$ cat src/design/hmrle_pkg.sv
`default_nettype none
// ----------------------------------------------------------------------------
// hmrle_pkg
// Shared types and constants for the heightmap run-length stream decoder.
// ----------------------------------------------------------------------------
package hmrle_pkg;

    localparam int unsigned HEADER_BYTES = 5;
    localparam int unsigned HIDX_W       = 3;

    localparam logic [7:0] HEADER_BYTES_B = 8'(HEADER_BYTES);
    localparam logic [HIDX_W-1:0] HIDX_LAST = HIDX_W'(HEADER_BYTES - 1);

    localparam int unsigned PKT_RLE_BIT = 7;

    localparam logic [HIDX_W-1:0] HIDX_OFFSET  = 3'd0;
    localparam logic [HIDX_W-1:0] HIDX_WIDTH_L = 3'd1;
    localparam logic [HIDX_W-1:0] HIDX_WIDTH_H = 3'd2;
    localparam logic [HIDX_W-1:0] HIDX_DEPTH_L = 3'd3;

    localparam int unsigned S_TDATA_W = 8;
    localparam int unsigned M_TDATA_W = 80;

    typedef enum logic [2:0] {
        PH_HEADER  = 3'd0,
        PH_SKIP    = 3'd1,
        PH_PKT_HDR = 3'd2,
        PH_RLE_VAL = 3'd3,
        PH_RAW     = 3'd4,
        PH_DONE    = 3'd5
    } phase_t;

    typedef struct packed {
        logic [15:0] map_depth;
        logic [15:0] map_width;
        logic        image_done;
        logic [31:0] run_start;
        logic [7:0]  run_length;
        logic [7:0]  run_value;
    } run_t;

endpackage : hmrle_pkg
`default_nettype wire

$ cat src/design/hmrle_parser.sv
`default_nettype none
// ----------------------------------------------------------------------------
// hmrle_parser
// Header parse, name skip and packet decode; one byte per accepted beat,
// result produced combinationally from the state registers.
// ----------------------------------------------------------------------------
module hmrle_parser (
    input  wire logic              aclk,
    input  wire logic              aresetn,
    input  wire logic              accept,
    input  wire logic [7:0]        data_byte,
    input  wire logic              frame_start,
    output logic                   run_valid,
    output hmrle_pkg::run_t        run
);
    import hmrle_pkg::*;

    phase_t                phase_reg, phase_next, phase_eff;
    logic [HIDX_W-1:0]     hidx_reg, hidx_next, hidx_eff;
    logic [7:0]            skip_reg, skip_next;
    logic [15:0]           width_reg, width_next;
    logic [15:0]           depth_reg, depth_next;
    logic [31:0]           pos_reg, pos_next;
    logic [31:0]           rem_reg, rem_next;
    logic [7:0]            pleft_reg, pleft_next;
    logic                  done;
    logic [7:0]            len;

    always_ff @(posedge aclk) begin
        if (!aresetn) begin
            phase_reg <= PH_HEADER;
            hidx_reg  <= '0;
            skip_reg  <= '0;
            width_reg <= '0;
            depth_reg <= '0;
            pos_reg   <= '0;
            rem_reg   <= '0;
            pleft_reg <= '0;
        end else if (accept) begin
            phase_reg <= phase_next;
            hidx_reg  <= hidx_next;
            skip_reg  <= skip_next;
            width_reg <= width_next;
            depth_reg <= depth_next;
            pos_reg   <= pos_next;
            rem_reg   <= rem_next;
            pleft_reg <= pleft_next;
        end
    end

    always_comb begin
        phase_eff  = frame_start ? PH_HEADER : phase_reg;
        hidx_eff   = frame_start ? '0 : hidx_reg;
        phase_next = phase_eff;
        hidx_next  = hidx_eff;
        skip_next  = skip_reg;
        width_next = width_reg;
        depth_next = depth_reg;
        pos_next   = pos_reg;
        rem_next   = rem_reg;
        pleft_next = pleft_reg;
        done       = 1'b0;
        len        = 8'd1;
        run_valid  = 1'b0;

        unique case (phase_eff)
            PH_HEADER: begin
                unique case (hidx_eff)
                    HIDX_OFFSET:  skip_next = (data_byte >= HEADER_BYTES_B) ?
                                              8'(data_byte - HEADER_BYTES_B) : 8'd0;
                    HIDX_WIDTH_L: width_next[7:0]  = data_byte;
                    HIDX_WIDTH_H: width_next[15:8] = data_byte;
                    HIDX_DEPTH_L: depth_next[7:0]  = data_byte;
                    default:      depth_next[15:8] = data_byte;
                endcase
                hidx_next = hidx_eff + HIDX_W'(1);
                if (hidx_eff == HIDX_LAST) begin
                    hidx_next = '0;
                    pos_next  = '0;
                    rem_next  = 32'(width_next) * 32'(depth_next);
                    if (skip_reg != 8'd0) begin
                        phase_next = PH_SKIP;
                    end else if (width_next == 16'd0 || depth_next == 16'd0) begin
                        phase_next = PH_DONE;
                    end else begin
                        phase_next = PH_PKT_HDR;
                    end
                end
            end
            PH_SKIP: begin
                if (skip_reg != 8'd0) begin
                    skip_next = skip_reg - 8'd1;
                end
                if (skip_reg <= 8'd1) begin
                    phase_next = (rem_reg == 32'd0) ? PH_DONE : PH_PKT_HDR;
                end
            end
            PH_PKT_HDR: begin
                pleft_next = {1'b0, data_byte[6:0]} + 8'd1;
                phase_next = data_byte[PKT_RLE_BIT] ? PH_RLE_VAL : PH_RAW;
            end
            PH_RLE_VAL: begin
                done       = ({24'd0, pleft_reg} >= rem_reg);
                len        = done ? rem_reg[7:0] : pleft_reg;
                pos_next   = pos_reg + 32'(len);
                rem_next   = rem_reg - 32'(len);
                pleft_next = '0;
                phase_next = done ? PH_DONE : PH_PKT_HDR;
                run_valid  = 1'b1;
            end
            PH_RAW: begin
                done     = (rem_reg <= 32'd1);
                pos_next = pos_reg + 32'd1;
                rem_next = rem_reg - 32'd1;
                if (pleft_reg != 8'd0) begin
                    pleft_next = pleft_reg - 8'd1;
                end
                if (done) begin
                    phase_next = PH_DONE;
                end else if (pleft_next == 8'd0) begin
                    phase_next = PH_PKT_HDR;
                end
                run_valid = 1'b1;
            end
            default: begin
            end
        endcase

        run.run_value  = data_byte;
        run.run_length = len;
        run.run_start  = pos_reg;
        run.image_done = done;
        run.map_width  = width_reg;
        run.map_depth  = depth_reg;
    end

endmodule : hmrle_parser
`default_nettype wire

$ cat src/design/heightmap_rle_stream_decoder_core.sv
`default_nettype none
// ----------------------------------------------------------------------------
// heightmap_rle_stream_decoder_core
// Decodes a heightmap file byte stream (header, name skip, 8-bit RLE/raw
// packets) into pixel runs clipped at width times depth.
//
//   channel  dir  tdata                              tuser        tlast
//   s_       in   [7:0] data_byte                    frame_start  -
//   m_       out  value, length, start, width, depth -            image_done
//
// One byte per cycle unless s_tready is low; each accepted beat updates the
// parser state and, for RLE value and raw literal bytes, loads the output register.
// Header byte with width*depth uses one 16x16 multiply into the count register.
// Reset: synchronous, active low; parser returns to header byte 0.
// s_tready drops only while a result is held and m_tready is low.
// ----------------------------------------------------------------------------
module heightmap_rle_stream_decoder_core (
    input  wire logic                            aclk,
    input  wire logic                            aresetn,
    input  wire logic                            s_tvalid,
    output logic                                 s_tready,
    input  wire logic [hmrle_pkg::S_TDATA_W-1:0] s_tdata,  // [7:0] data_byte
    input  wire logic                            s_tuser,  // [0] frame_start
    output logic                                 m_tvalid,
    input  wire logic                            m_tready,
    // [7:0] run_value, [15:8] run_length, [47:16] run_start,
    // [63:48] map_width, [79:64] map_depth
    output logic [hmrle_pkg::M_TDATA_W-1:0]      m_tdata,
    output logic                                 m_tlast   // image_done
);
    import hmrle_pkg::*;

    logic  accept;
    logic  run_valid;
    run_t  run;
    logic  m_tvalid_reg, m_tvalid_next;
    run_t  out_reg;

    assign s_tready = !m_tvalid_reg || m_tready;
    assign accept   = s_tvalid && s_tready;

    hmrle_parser u_parser (
        .aclk        (aclk),
        .aresetn     (aresetn),
        .accept      (accept),
        .data_byte   (s_tdata[7:0]),
        .frame_start (s_tuser),
        .run_valid   (run_valid),
        .run         (run)
    );

    always_comb begin
        m_tvalid_next = m_tvalid_reg && !m_tready;
        if (accept && run_valid) begin
            m_tvalid_next = 1'b1;
        end
    end

    always_ff @(posedge aclk) begin
        if (!aresetn) begin
            m_tvalid_reg <= 1'b0;
        end else begin
            m_tvalid_reg <= m_tvalid_next;
        end
    end

    always_ff @(posedge aclk) begin
        if (accept && run_valid) begin
            out_reg <= run;
        end
    end

    assign m_tvalid = m_tvalid_reg;
    assign m_tlast  = out_reg.image_done;
    assign m_tdata  = {out_reg.map_depth, out_reg.map_width, out_reg.run_start,
                       out_reg.run_length, out_reg.run_value};

endmodule : heightmap_rle_stream_decoder_core
`default_nettype wire

$ cat config.mk
export PLATFORM = sky130hd
export DESIGN_NAME = heightmap_rle_stream_decoder_core
export DESIGN_NICKNAME = d
export VERILOG_FILES = /design/src/design/hmrle_pkg.sv /design/src/design/hmrle_parser.sv /design/src/design/heightmap_rle_stream_decoder_core.sv
export SDC_FILE = /design/constraint.sdc
export NUM_CORES = 1
export LEC_CHECK = 0
export BUFFER_PORTS_ARGS = -buffer_cell sky130_fd_sc_hd__clkbuf_2
export CORE_AREA = 2 2 186 188
export DETAILED_ROUTE_END_ITERATION = 8
export DIE_AREA = 0 0 188 190
export GPL_ROUTABILITY_DRIVEN = 0
export PLACE_DENSITY = 0.78
export SLEW_MARGIN = 20
export SYNTH_ARGS = -nofsm -noshare
export SYNTH_HDL_FRONTEND = slang
export SYNTH_HIERARCHICAL = 1
export SYNTH_SLANG_ARGS = --single-unit
$ cat constraint.sdc
create_clock -name aclk -period 10.7 [get_ports aclk]
set_clock_uncertainty 0.2 [all_clocks]
set_input_delay 2.14 -clock aclk [delete_from_list [all_inputs] [get_ports aclk]]
set_output_delay 2.14 -clock aclk [all_outputs]
set_load 0.01 [all_outputs]
# Yosys cells after proc, flatten, opt, wreduce, memory -nomap -nowiden
# Index checks and enable logic that the tools add are counted.
[totals] out_inout_bits=83 wordCells=101 inputBits=13 reg_bits=200
[classes] add_sub_neg=9 n_eq_ne=11 reduce_logical=24 magnitude_cmp=4 n_mul=1 mux=37
[ops] cell="$pmux W32 S3" count=2
[ops] cell="$mux W8" count=14
[ops] cell="$mux W32" count=2
[ops] cell="$mux W3" count=13
[ops] cell="$add A32 B1 Y32 const B" count=1
[ops] cell="$add A32 B8 Y32" count=1
[ops] cell="$ge A8 B32 Y1" count=1
[ops] cell="$le A32 B1 Y1 const B" count=1
[ops] cell="$logic_not A16 Y1" count=2
[ops] cell="$logic_not A32 Y1" count=1
[ops] cell="$mul A16 B16 Y32" count=1
[ops] cell="$sub A32 B1 Y32 const B" count=1
[ops] cell="$sub A32 B8 Y32" count=1
[ops] cell="$pmux W8 S3" count=1
[ops] cell="$pmux W8 S2" count=1
[ops] cell="$reduce_bool A8 Y1" count=2
[ops] cell="$sub A8 B1 Y8 const B" count=2
[ops] cell="$pmux W3 S5" count=1
[ops] cell="$eq A3 B2 Y1 const B" count=4
[ops] cell="$add A7 B1 Y8 const B" count=1
[ops] cell="$ge A8 B3 Y1 const B" count=1
[ops] cell="$le A8 B1 Y1 const B" count=1
[ops] cell="$logic_not A8 Y1" count=1
[ops] cell="$sub A8 B3 Y8 const B" count=1
[ops] cell="18 further kinds" count=29

# Longest topological paths before layout
# Gate-level depths: netlist (run 1).
[depth] word_depth=11 depth_mapped=33 ltp_nobuf=29

# By module
# Netlist (run 1), hierarchy kept.
[modules_own_cells] module="hmrle_parser" area_each_um2=16804.9 seq_area_each_um2=2362.3 n_inst=1 cells_each=2081
[modules_own_cells] module="heightmap_rle_stream_decoder_core" area_each_um2=2503.7 seq_area_each_um2=2452.4 n_inst=1 cells_each=87

# Least setup slack after synthesis (run 1)
# No wires, ideal clock.
[synth_path] path_type="input -> register" startpoint="input s_tuser" endpoint="register u_parser.rem_reg[28]" arrival_time_ns=9.950 slack_ns=0.436 required_time_ns=10.385 stages=30 n_path_buf=5 setup_ns=0.115 path_cell_list="nor2_1 > inv_1 > clkbuf_1 > clkbuf_1 > ha_1 > clkbuf_1 > clkbuf_1 > mux2i_1 > clkbuf_1 > nor2_1 > fa_1 > inv_1 > fa_1 > inv_1 > fa_1 > fa_1 > fa_1 > inv_1 > fa_1 > inv_1 > ha_1 > nand3_1 > nor2_1 > or4b_2 > o22ai_1 > o21ai_0 > o21ai_0 > xnor2_1 > o221ai_1 > and2_1"
[synth_between] elab_chain_len=8 elab_cells_between_ends=25 cone_classes="mul: 1; eq/ne: 7; mux: 12; reduce/logical: 5"
[synth_rtl] element="start: declaration" line="heightmap_rle_stream_decoder_core.sv:23" source="input wire logic s_tuser,"
[synth_rtl] element="$mux W3" line="hmrle_parser.sv:53" source="hidx_eff = frame_start ? '0 : hidx_reg;"
[synth_rtl] element="$eq A3 B1 Y1, or another cell as far along" line="hmrle_parser.sv:68" source="unique case (hidx_eff)"
[synth_rtl] element="$reduce_or A4 Y1 (no source line)"
[synth_rtl] element="$mux W8" line="hmrle_parser.sv:68"
[synth_rtl] element="$mux W8" line="hmrle_parser.sv:66" source="unique case (phase_eff)"
[synth_rtl] element="$mul A16 B16 Y32" line="hmrle_parser.sv:80" source="rem_next = 32'(width_next) * 32'(depth_next);"
[synth_rtl] element="$mux W32" line="hmrle_parser.sv:77" source="if (hidx_eff == HIDX_LAST) begin"
[synth_rtl] element="$pmux W32 S3" line="hmrle_parser.sv:66"
[synth_rtl] element="end signal: assignment" line="hmrle_parser.sv:46" source="rem_reg <= rem_next;"
[synth_rtl] element="end: declaration" line="hmrle_parser.sv:24" source="logic [31:0] rem_reg, rem_next;"
# Several ways; a longest one is shown, not always the timed one. The select of a mux whose other input is x is not followed.
# A chain may end at the register's enable or synchronous reset.

# Final worst setup path (run 1)
[layout_path] startpoint="input s_tuser" endpoint="register u_parser.rem_reg[26]"
# Same word-level chain as after synthesis.

==> key figures, run 1 <==
Detailed routing
  • Routed len/inst: 18.8 um
  • WL met3: 4.41 mm
  • Vias/cell: 6.10
  • Total iterations of the first detailed-routing run: 6
  • DR top layer: met5
  • Routed length on met1: 19.4 mm
  • Met2 WL post-DR: 24.6 mm
  • Routed vias: 16400
  • Routed Antenna Nets: 0
  • # DRC: 0
  • Post-Route WL: 50.4 mm
  • Detailed router's first-iteration violation count: 1720

Flow run
  • Max-Cap Viols: 0

Setup path
  • R2R setup slack: 2.57 ns
  • Crit path capture: u_parser/rem_reg[26]
  • Slowest CP cell: mux2i_1
  • Critical Path AT: 9.84 ns
  • Data required, critical path: 10.88 ns
  • Critical Path Fanout Max: 18
  • Setup crit start: s_tuser
  • Slowest cell delay on critical path: 0.64 ns
  • R2R depth: 25
  • Kind of critical path: in -> reg
  • CP most frequent cell: fa_1
  • Crit path capture type: register
  • Critical path depth: 26
  • Cell family with most CP delay: adder cells
  • CP bufs+invs: 5
  • Startpoint types: primary input
  • R2R Path End: u_parser/rem_reg[26]
  • Worst flop-to-flop path startpoint: u_parser/hidx_reg[0]

Timing
  • Fmax achieved: 103 MHz
  • Rel. slew slack: 28.1%
  • Tcrit/Tclk final: 90.3%
  • RSZ-0062 raised after global routing: false
  • Final hold violation count: 0
  • Tmin final: 9.66 ns
  • Setup violations, final: 0
  • Worst Setup Slack, final: 1.04 ns
  • TNS Setup: 0 ns
  • Max Slew Vio Count: 0
  • Worst-margin pin slew: 1.08 ns

Logic synthesis
  • Register bit total from synthesis: 200
  • Post-Syn Nets: 2519
  • Cells after synthesis: 2168
  • Area contributors post-synth: fa_1 20%, edfxtp_1 13%, dfxtp_1 12%, ha_1 9.2%, nand2_1 5.2%
  • Synthesis warning total: 6
  • EDFF count, synth: 81
  • Register area share after synthesis: 24.9%
  • Cell variety after synth: 79
  • Async set-reset flop share out of synthesis: 0%
  • Post-Syn Area per Cell: 8.91 um^2
  • Cell area after synthesis: 19300 um^2
  • Yosys top cell by area: fa_1
  • Main flop type after synthesis: dfxtp_1
  • Area share of the largest cell type after synthesis: 20.3%

CTS
  • Setup Fix Bufs, Post-CTS: 0
  • CTS H-tree lvls: 4
  • Clock latency at the later pin of the worst-skew pair: 0.45 ns
  • Clock sinks: 200
  • Resized Gates After CTS: 0
  • Clk root buf: clkbuf_16
  • CTS max path bufs: 2
  • CTS Buf Count: 17
  • CTS tree: yes
  • Worst-path clk slew: 0.08 ns
  • Hold Buf Count CTS: 0

Power
  • Leakage: 0.00983 uW
  • Power, Total: 2460 uW
  • P per Cell Area: 118 nW/um^2
  • Worst vdd ir: 0.0000921 V

Finish
  • Share of cells above drive strength 1: 9.96%
  • Largest register FFs: 80
  • Synth-to-Final Area Change: 7.96%
  • Ant. Diodes: 0
  • Nets: 2568

Global routing
  • Antenna violations before repair: 0
  • Total GRT Usage: 28.7%
  • Number of global-route vias before repair: 16300
  • Largest net degree at the start of global routing: 99
  • Total congestion overflow: 0
  • Global-route wire length before repair: 82.3 mm

Floorplanning
  • CORE AREA: 33900 um^2
  • Die Ht: 190 um
  • Row count: 68
  • Chip width: 188 um
  • Die area: 35700 um^2
  • Initial core utilization: 56.9%
  • I/O Pins: 96

Placed design
  • DPL Wire Length: 38.3 mm
  • PortBufs: 95
  • Pre-CTS WS: 0.721 ns

Hold path
  • Hold crit path type: reg -> reg

Run status
  • Outcome: completed
-- synth_stat cells (9+ instances only) --
cell type and n:
nand2_1 269, inv_1 253, nor2_1 219, fa_1 196
ha_1 142, dfxtp_1 119, o21ai_0 95, clkbuf_1 89
edfxtp_1 81, a21oi_1 80, xnor2_1 41, xor2_1 41
nand3_1 40, o211a_1 40, mux2i_1 36, nor3_1 35
nor2b_1 34, a21o_1 26, a22oi_1 23, nand2b_1 20
and3_1 19, mux2_2 18, nor4_1 16, nand4_1 14
o22ai_1 14, or3_1 14, a21boi_0 13, a31oi_1 13
o21a_1 13, buf_4 10, and2_1 9
-- through the flow --
| step | std cells | cell area [um^2] | utilization (%) | hold slack [ns] |
|---|---|---|---|---|
| floorplan | 2168 | 19300 | - | 0.228 |
| global placement | 2653 | 20200 | 59.6 | 0.236 |
| detailed placement | 2653 | 20200 | 59.6 | 0.254 |
| CTS | 2685 | 20800 | 61.4 | 0.270 |
| global route | 2685 | 20800 | 61.4 | 0.293 |
| finish | 2685 | 20800 | 61.4 | 0.264 |
-- how the worst min path moves through the flow --
stage	start	to	slack [ns]	depth (start not counted)
detailed placement	u_parser/pos_reg[31]	m_tdata[47]	0.25	0
global placement	u_parser/pos_reg[31]	m_tdata[47]	0.24	0
CTS	u_parser/pos_reg[31]	m_tdata[47]	0.27	0
finish	u_parser/pos_reg[31]	m_tdata[47]	0.26	0
global route	u_parser/pos_reg[31]	m_tdata[47]	0.29	0
floorplan	u_parser/pos_reg[31]	m_tdata[47]	0.23	0
-- area by class of cell --
class	instances	area (um^2)
well taps	455	569
fillers	2802	13100
clock buffers	18	429
inverters	253	950
repair buffers	141	821
multi-input cells	1604	13100
flip-flops and latches	200	4810
clock inverters	14	160
-- cells by family after synthesis --
logic type	share of synthesized area, %
AND/OR/NAND/NOR	17.2
AO/OA/AOI/OAI	14.3
buffers and inverters	7.34
adder cells (fa/ha/maj)	29.5
flip-flops	24.9
XOR/XNOR	3.72
multiplexers	2.99
-- worst reg2reg max path: stages, from the launching register on --
cell,delay [ns]
dfxtp_1,0.34
nand2b_1,0.14
inv_1,0.08
ha_1,0.19
nand2_1,0.56
mux2i_1,0.65
buf_4,0.26
nor2_1,0.06
fa_1,0.53
inv_1,0.05
fa_1,0.40
fa_1,0.53
fa_1,0.54
inv_1,0.05
fa_1,0.49
fa_1,0.42
ha_1,0.34
and3_1,0.23
a221o_1,0.32
a32oi_1,0.39
o21a_1,0.23
a21o_1,0.16
o21ai_0,0.13
a41oi_1,0.25
mux2_2,0.35
a31oi_1,0.16
-- cells in the final DEF (no fill, tap or decap), types with 9 or more instances in the layout --
| master | count |
|---|---|
| mux2_2 | 18 |
| nor2_1 | 218 |
| nand3_1 | 40 |
| nor3_1 | 35 |
| inv_1 | 253 |
| mux2i_1 | 36 |
| clkbuf_16 | 17 |
| nor4_1 | 16 |
| a22oi_1 | 23 |
| a21boi_0 | 13 |
| xnor2_1 | 41 |
| nor2b_1 | 34 |
| nand4_1 | 14 |
| o21ai_0 | 95 |
| a31oi_1 | 13 |
| and2_1 | 9 |
| dfxtp_1 | 119 |
| nand2_1 | 269 |
| edfxtp_1 | 81 |
| o22ai_1 | 14 |
| or3_1 | 14 |
| ha_1 | 142 |
| nand2b_1 | 20 |
| xor2_1 | 41 |
| and3_1 | 19 |
| o21a_1 | 12 |
| clkbuf_2 | 95 |
| fa_1 | 196 |
| a21oi_1 | 78 |
| a21o_1 | 26 |
| buf_4 | 46 |
| o211a_1 | 40 |
-- metal layers --
layer,global-route usage [%],vias up
met5,1.51,-
met4,13.4,2
met3,5.92,156
met2,48.2,825
met1,35.5,7976
li1,-,7412
-- where the power goes --
group	internal, uW	switching (uW)	leakage [uW]
clock	333	316	0.000290
combinational	360	607	0.00784
sequential	817	29.3	0.00170
No activity file was read; power rests on OpenSTA's default activity.
==> run 2: changes to the inputs <==
Settings changed: ABC_AREA set to 0, CORE_AREA 2 2 186 188 to 2 2 173 175, DIE_AREA 0 0 188 190 to 0 0 175 177, PLACE_DENSITY 0.78 to 0.85.
Clock period 10.7 ns to 12.2 ns, I/O delays scaled along.
==> key figures, run 2 (synthesized netlist as in run 1, its figures left out) <==
Timing
  • Final hold violation count: 0 (unchanged)
  • TNS Setup: 0 ns (unchanged)
  • RSZ-0062 raised after global routing: false
  • Max Slew Vio Count: 0 (unchanged)
  • Fmax achieved: 92.8 MHz
  • Tcrit/Tclk final: 88.3%
  • Tmin final: 10.77 ns
  • Setup violations, final: 0 (unchanged)
  • Rel. slew slack: 23.3% (-4.9 points)
  • Worst-margin pin slew: 1.12 ns (+0.0410 ns)

CTS
  • CTS tree: yes
  • Clk root buf: clkbuf_16
  • CTS H-tree lvls: 4 (unchanged)
  • Setup Fix Bufs, Post-CTS: 0 (unchanged)
  • Hold Buf Count CTS: 0 (unchanged)
  • Clock latency at the later pin of the worst-skew pair: 0.45 ns (about the same)
  • CTS max path bufs: 2 (unchanged)
  • CTS Buf Count: 17 (unchanged)
  • Worst-path clk slew: 0.08 ns (about the same)
  • Clock sinks: 200 (unchanged)
  • Resized Gates After CTS: 0 (unchanged)

Power
  • P per Cell Area: 105 nW/um^2 (-11%)
  • P_int: 1330 uW (-12%)
  • Reg power frac: 34.3% (about the same)
  • Worst vdd ir: 0.000109 V (+19%)
  • Switching share of total power: 38.7% (about the same)
  • Leakage: 0.00976 uW (-0.68%)
  • Comb power frac: 39.7% (+0.4 points)
  • Sw Pwr: 837 uW (-12%)
  • Share of total power in the clock network: 26.0% (-0.4 points)

Detailed routing
  • Detailed router's first-iteration violation count: 1946 (+13%)
  • Total iterations of the first detailed-routing run: 8 (+2)
  • # DRC: 0 (unchanged)
  • Post-Route WL: 52.0 mm (+3.1%)
  • Met2 WL post-DR: 24.7 mm (about the same)
  • Vias/cell: 6.46 (+5.9%)
  • DR top layer: met4
  • Routed vias: 16800 (+2.9%)
  • Routed length on met1: 18.4 mm (-4.8%)
  • WL met3: 5.40 mm (+23%)
  • Routed len/inst: 19.9 um (+6.2%)
  • Routed Antenna Nets: 0 (unchanged)

Floorplanning
  • Chip width: 175 um (-6.9%)
  • Die area: 31000 um^2 (-13%)
  • CORE AREA: 29200 um^2 (-14%)
  • Initial core utilization: 66.0% (+9.1 points)
  • Row count: 63 (-7.4%)
  • Die Ht: 177 um (-6.8%)
  • I/O Pins: 96 (unchanged)

Hold path
  • Worst hold path depth: 0 (unchanged)
  • Hold crit path type: reg -> reg

Finish
  • Util after Layout: 70.7% (+9.3 points)
  • Largest register FFs: 80 (unchanged)
  • Nets: 2555 (-0.51%)
  • Register area: 4810 um^2 (unchanged)
  • Filler instances: 2126 (-24%)
  • Synth-to-Final Area Change: 7.02%
  • Commonest non-fill, non-tap cell in the layout: nand2_1
  • Ant. Diodes: 0 (unchanged)
  • Multi-input logic area: 13100 um^2 (about the same)
  • Most frequent cells in the layout: 269 x nand2_1, 253 x inv_1, 218 x nor2_1, 196 x fa_1, 142 x ha_1
  • Share of cells above drive strength 1: 9.47% (-0.48 points)

Setup path
  • Crit path capture type: register
  • Critical Path AT: 10.91 ns (+1.07 ns)
  • R2R Path End: u_parser/rem_reg[28]
  • Kind of critical path: in -> reg
  • Critical Path Fanout Max: 21 (+3)
  • Crit path capture: u_parser/rem_reg[28]
  • R2R setup slack: 3.18 ns (+0.61 ns)
  • R2R depth: 26 (+4.0%)
  • Startpoint types: primary input
  • Worst flop-to-flop path startpoint: u_parser/hidx_reg[2]
  • Setup crit start: s_tuser
  • Data required, critical path: 12.34 ns (+1.46 ns)

Global routing
  • Global-route wire length before repair: 83.9 mm (+2.0%)
  • Largest net degree at the start of global routing: 83 (-16%)
  • Total congestion overflow: 0 (unchanged)
  • Total GRT Usage: 34.1% (+5.4 points)
  • Antenna violations before repair: 0 (unchanged)
  • Number of global-route vias before repair: 16800 (+3.0%)

Run status
  • Outcome: completed

Placed design
  • DPL Wire Length: 38.7 mm (+1.2%)
  • PortBufs: 95 (unchanged)

Flow run
  • Max-Cap Viols: 0 (unchanged)
==> run 2: cell count changes in the layout (fill, tap and decap cells not counted), sizes merged <==
cell and change:
buf -13, clkbuf +2, inv -2
==> run 2: per-layer routing <==
layer | global-route usage [%] | vias up
met4 | 21.1 | 0
met3 | 7.26 | 331
met2 | 56.7 | 1123
met5 | 0 | -
met1 | 40.8 | 7998
li1 | - | 7386
==> run 2: final cells by class <==
cell class	count	area share [%]
Clock inverter	12	0.654
Sequential cell	200	23.3
Multi-Input combinational cell	1604	63.4
Clock buffer	20	2.16
Tap cell	390	2.36
Timing Repair Buffer	128	3.50
Inverter	253	4.60
==> run 2: through the flow <==
step	area [um^2]	cells	setup slack (ns)	power [uW]	hold slack, ns
final	20700	2607	1.43	2160	0.263
after global routing	20700	2607	0.966	2280	0.271
after CTS	20700	2607	1.59	2140	0.262
after detailed placement	20100	2575	1.12	1580	0.245
after global placement	20100	2575	1.52	1550	0.238
after floorplan	19300	2168	1.64	1360	0.228
==> run 2: how the worst min path moves through the flow <==
stage                               from           to
CTS                 u_parser/pos_reg[31]  m_tdata[47]
global placement    u_parser/pos_reg[31]  m_tdata[47]
finish              u_parser/pos_reg[31]  m_tdata[47]
global route        u_parser/pos_reg[31]  m_tdata[47]
floorplan           u_parser/pos_reg[31]  m_tdata[47]
detailed placement  u_parser/pos_reg[31]  m_tdata[47]
==> run 2: critical path, stage by stage <==
cell and delay (ns):
clkbuf_2 0.20, nor2_1 0.51, inv_1 0.49, nand2_1 0.73
mux2i_1 0.67, nor2_1 0.15, fa_1 0.57, inv_1 0.07
fa_1 0.51, fa_1 0.55, inv_1 0.06, fa_1 0.46
fa_1 0.54, inv_1 0.06, fa_1 0.53, inv_1 0.04
ha_1 0.39, nand3_1 0.16, nor2_1 0.20, or4b_2 0.62
o22ai_1 0.23, o21ai_0 0.13, o21ai_0 0.20, xnor2_1 0.14
o221ai_1 0.11, and2_1 0.17
==> run 2: power by group through the flow <==
stage	registers, uW	clock network (uW)	logic [uW]
3_5_place_dp	756	0	826
2_1_floorplan	749	0	610
6_report	742	563	858
3_3_place_gp	755	0	794
4_1_cts	741	565	836
5_1_grt	745	594	938
==> run 3: changes to the inputs <==
Settings changed: CELL_PAD_IN_SITES_DETAIL_PLACEMENT set to 0, CELL_PAD_IN_SITES_GLOBAL_PLACEMENT set to 1, CORE_AREA 2 2 173 175 to 2 2 194 196, CTS_CLUSTER_DIAMETER set to 120, DIE_AREA 0 0 175 177 to 0 0 196 198, PLACE_DENSITY 0.85 to not set, PLACE_DENSITY_LB_ADDON set to 0.1.
==> key figures, run 3 (synthesized netlist as in run 1, its figures left out) <==
Timing
  • Max Slew Vio Count: 0 (unchanged)
  • Setup violations, final: 0 (unchanged)
  • Tmin final: 10.90 ns (+0.125 ns)
  • Rel. slew slack: 20.3% (-2.9 points)
  • WHS: 0.270 ns (+0.00662 ns)
  • TNS Setup: 0 ns (unchanged)
  • RSZ-0062 raised after global routing: false
  • Fmax achieved: 91.8 MHz (-1.1%)
  • Worst-margin pin slew: 1.16 ns (+0.0429 ns)
  • Final hold violation count: 0 (unchanged)
  • Tcrit/Tclk final: 89.3% (+1.0 points)

Global routing
  • Global-route wire length before repair: 85.1 mm (+1.4%)
  • Total GRT Usage: 28.1% (-6.1 points)
  • Largest net degree at the start of global routing: 99 (+19%)
  • Total congestion overflow: 0 (unchanged)
  • Number of global-route vias before repair: 15600 (-6.7%)
  • Antenna violations before repair: 0 (unchanged)

CTS
  • CTS Buf Count: 17 (unchanged)
  • Resized Gates After CTS: 0 (unchanged)
  • Clk root buf: clkbuf_16
  • Setup Fix Bufs, Post-CTS: 0 (unchanged)
  • Clock latency at the later pin of the worst-skew pair: 0.47 ns (+0.02 ns)
  • CTS tree: yes
  • Hold Buf Count CTS: 0 (unchanged)
  • Clock sinks: 200 (unchanged)
  • CTS max path bufs: 2 (unchanged)
  • Worst-path clk slew: 0.08 ns (about the same)
  • CTS H-tree lvls: 4 (unchanged)

Placed design
  • PortBufs: 95 (unchanged)
  • Placed insts: 2664 (+3.5%)
  • DPL Wire Length: 40.4 mm (+4.3%)
  • Post-place instance area: 20200 um^2 (+0.70%)

Finish
  • Commonest non-fill, non-tap cell in the layout: nand2_1
  • Ant. Diodes: 0 (unchanged)
  • Final Non-Filler Cells: 2696 (+3.4%)
  • Filler instances: 3374 (+59%)
  • Util after Layout: 56.4% (-14 points)
  • Share of cells above drive strength 1: 9.77% (+0.29 points)
  • Synth-to-Final Area Change: 7.90%
  • Largest register FFs: 80 (unchanged)
  • Most frequent cells in the layout: 269 x nand2_1, 253 x inv_1, 217 x nor2_1, 196 x fa_1, 142 x ha_1
  • Final Cell Area: 20800 um^2 (+0.82%)
  • Nets: 2560 (+0.20%)

Detailed routing
  • Routed len/inst: 19.7 um (-1.3%)
  • Routed Antenna Nets: 0 (unchanged)
  • Detailed router's first-iteration violation count: 1200 (-38%)
  • Total iterations of the first detailed-routing run: 5 (-3)
  • Post-Route WL: 53.1 mm (+2.1%)
  • Vias/cell: 5.89 (-8.9%)
  • Routed vias: 15900 (-5.7%)
  • # DRC: 0 (unchanged)

Floorplanning
  • CORE AREA: 37000 um^2 (+26%)
  • Initial core utilization: 52.2% (-14 points)
  • Chip width: 196 um (+12%)
  • I/O Pins: 96 (unchanged)
  • Row count: 71 (+13%)
  • Die Ht: 198 um (+12%)
  • Die area: 38800 um^2 (+25%)

Setup path
  • R2R depth: 26 (unchanged)
  • CP most frequent cell: fa_1
  • Critical Path AT: 11.06 ns (+0.15 ns)
  • Worst flop-to-flop path startpoint: u_parser/hidx_reg[2]
  • Slowest CP cell: mux2i_1
  • Slowest cell delay on critical path: 0.84 ns (+0.11 ns)
  • Kind of critical path: in -> reg
  • Data required, critical path: 12.36 ns (+0.02 ns)
  • CP bufs+invs: 6 (unchanged)
  • Startpoint types: primary input
  • R2R Path End: u_parser/rem_reg[28]
  • Cell family with most CP delay: adder cells
  • Crit path capture type: register
  • R2R setup slack: 3.06 ns (-0.12 ns)
  • Critical Path Fanout Max: 21 (unchanged)

Hold path
  • Hold EP: m_tdata[47]
  • Worst hold path depth: 0 (unchanged)
  • Hold crit path type: reg -> reg
  • Hold Crit Start: u_parser/pos_reg[31]

Power
  • P per Cell Area: 105 nW/um^2 (about the same)
  • Worst vdd ir: 0.0000979 V (-10%)
  • Leakage: 0.00980 uW (+0.39%)

Run status
  • Outcome: completed

Flow run
  • Max-Cap Viols: 0 (unchanged)
[run 3: metal layers]
| metal | track usage [%] | up-vias | routed length (um) |
|---|---|---|---|
| met5 | 0 | - | 0 |
| met4 | 10.9 | 0 | 1750 |
| met3 | 3.17 | 104 | 3090 |
| met2 | 47.8 | 532 | 26200 |
| met1 | 36.8 | 7840 | 22000 |
| li1 | - | 7395 | - |
[run 3: worst max path at each step]
stage | cells past startpoint | start | to | slack (ns)
2_1_floorplan | 30 | s_tuser | u_parser/rem_reg[28] | 1.64
3_3_place_gp | 26 | s_tuser | u_parser/rem_reg[28] | 1.23
3_5_place_dp | 26 | s_tuser | u_parser/rem_reg[28] | 0.99
4_1_cts | 25 | s_tuser | u_parser/rem_reg[26] | 1.48
5_1_grt | 27 | s_tuser | u_parser/rem_reg[24] | 0.86
6_report | 26 | s_tuser | u_parser/rem_reg[28] | 1.30
[run 3: area by class of cell]
class                           count  area (um^2)  share of cell area (%)
Tap cell                          474          593                    2.85
Sequential cell                   200         4810                    23.1
Clock inverter                     15          188                   0.901
Inverter                          253          950                    4.56
Clock buffer                       17          425                    2.04
Multi-Input combinational cell   1604        13100                    62.9
Timing Repair Buffer              133          761                    3.65
[run 3: stage by stage]
stage | power (uW) | worst slack (ns)
3_3_place_gp | 1600 | 1.23
5_1_grt | 2320 | 0.865
6_report | 2180 | 1.30
3_5_place_dp | 1600 | 0.991
2_1_floorplan | 1360 | 1.64
4_1_cts | 2190 | 1.48
[run 3: report_power, final]
part | internal (uW) | switching, uW
Combinational | 314 | 537
Clock | 281 | 306
Sequential | 716 | 25.7
Total | 1310 | 869
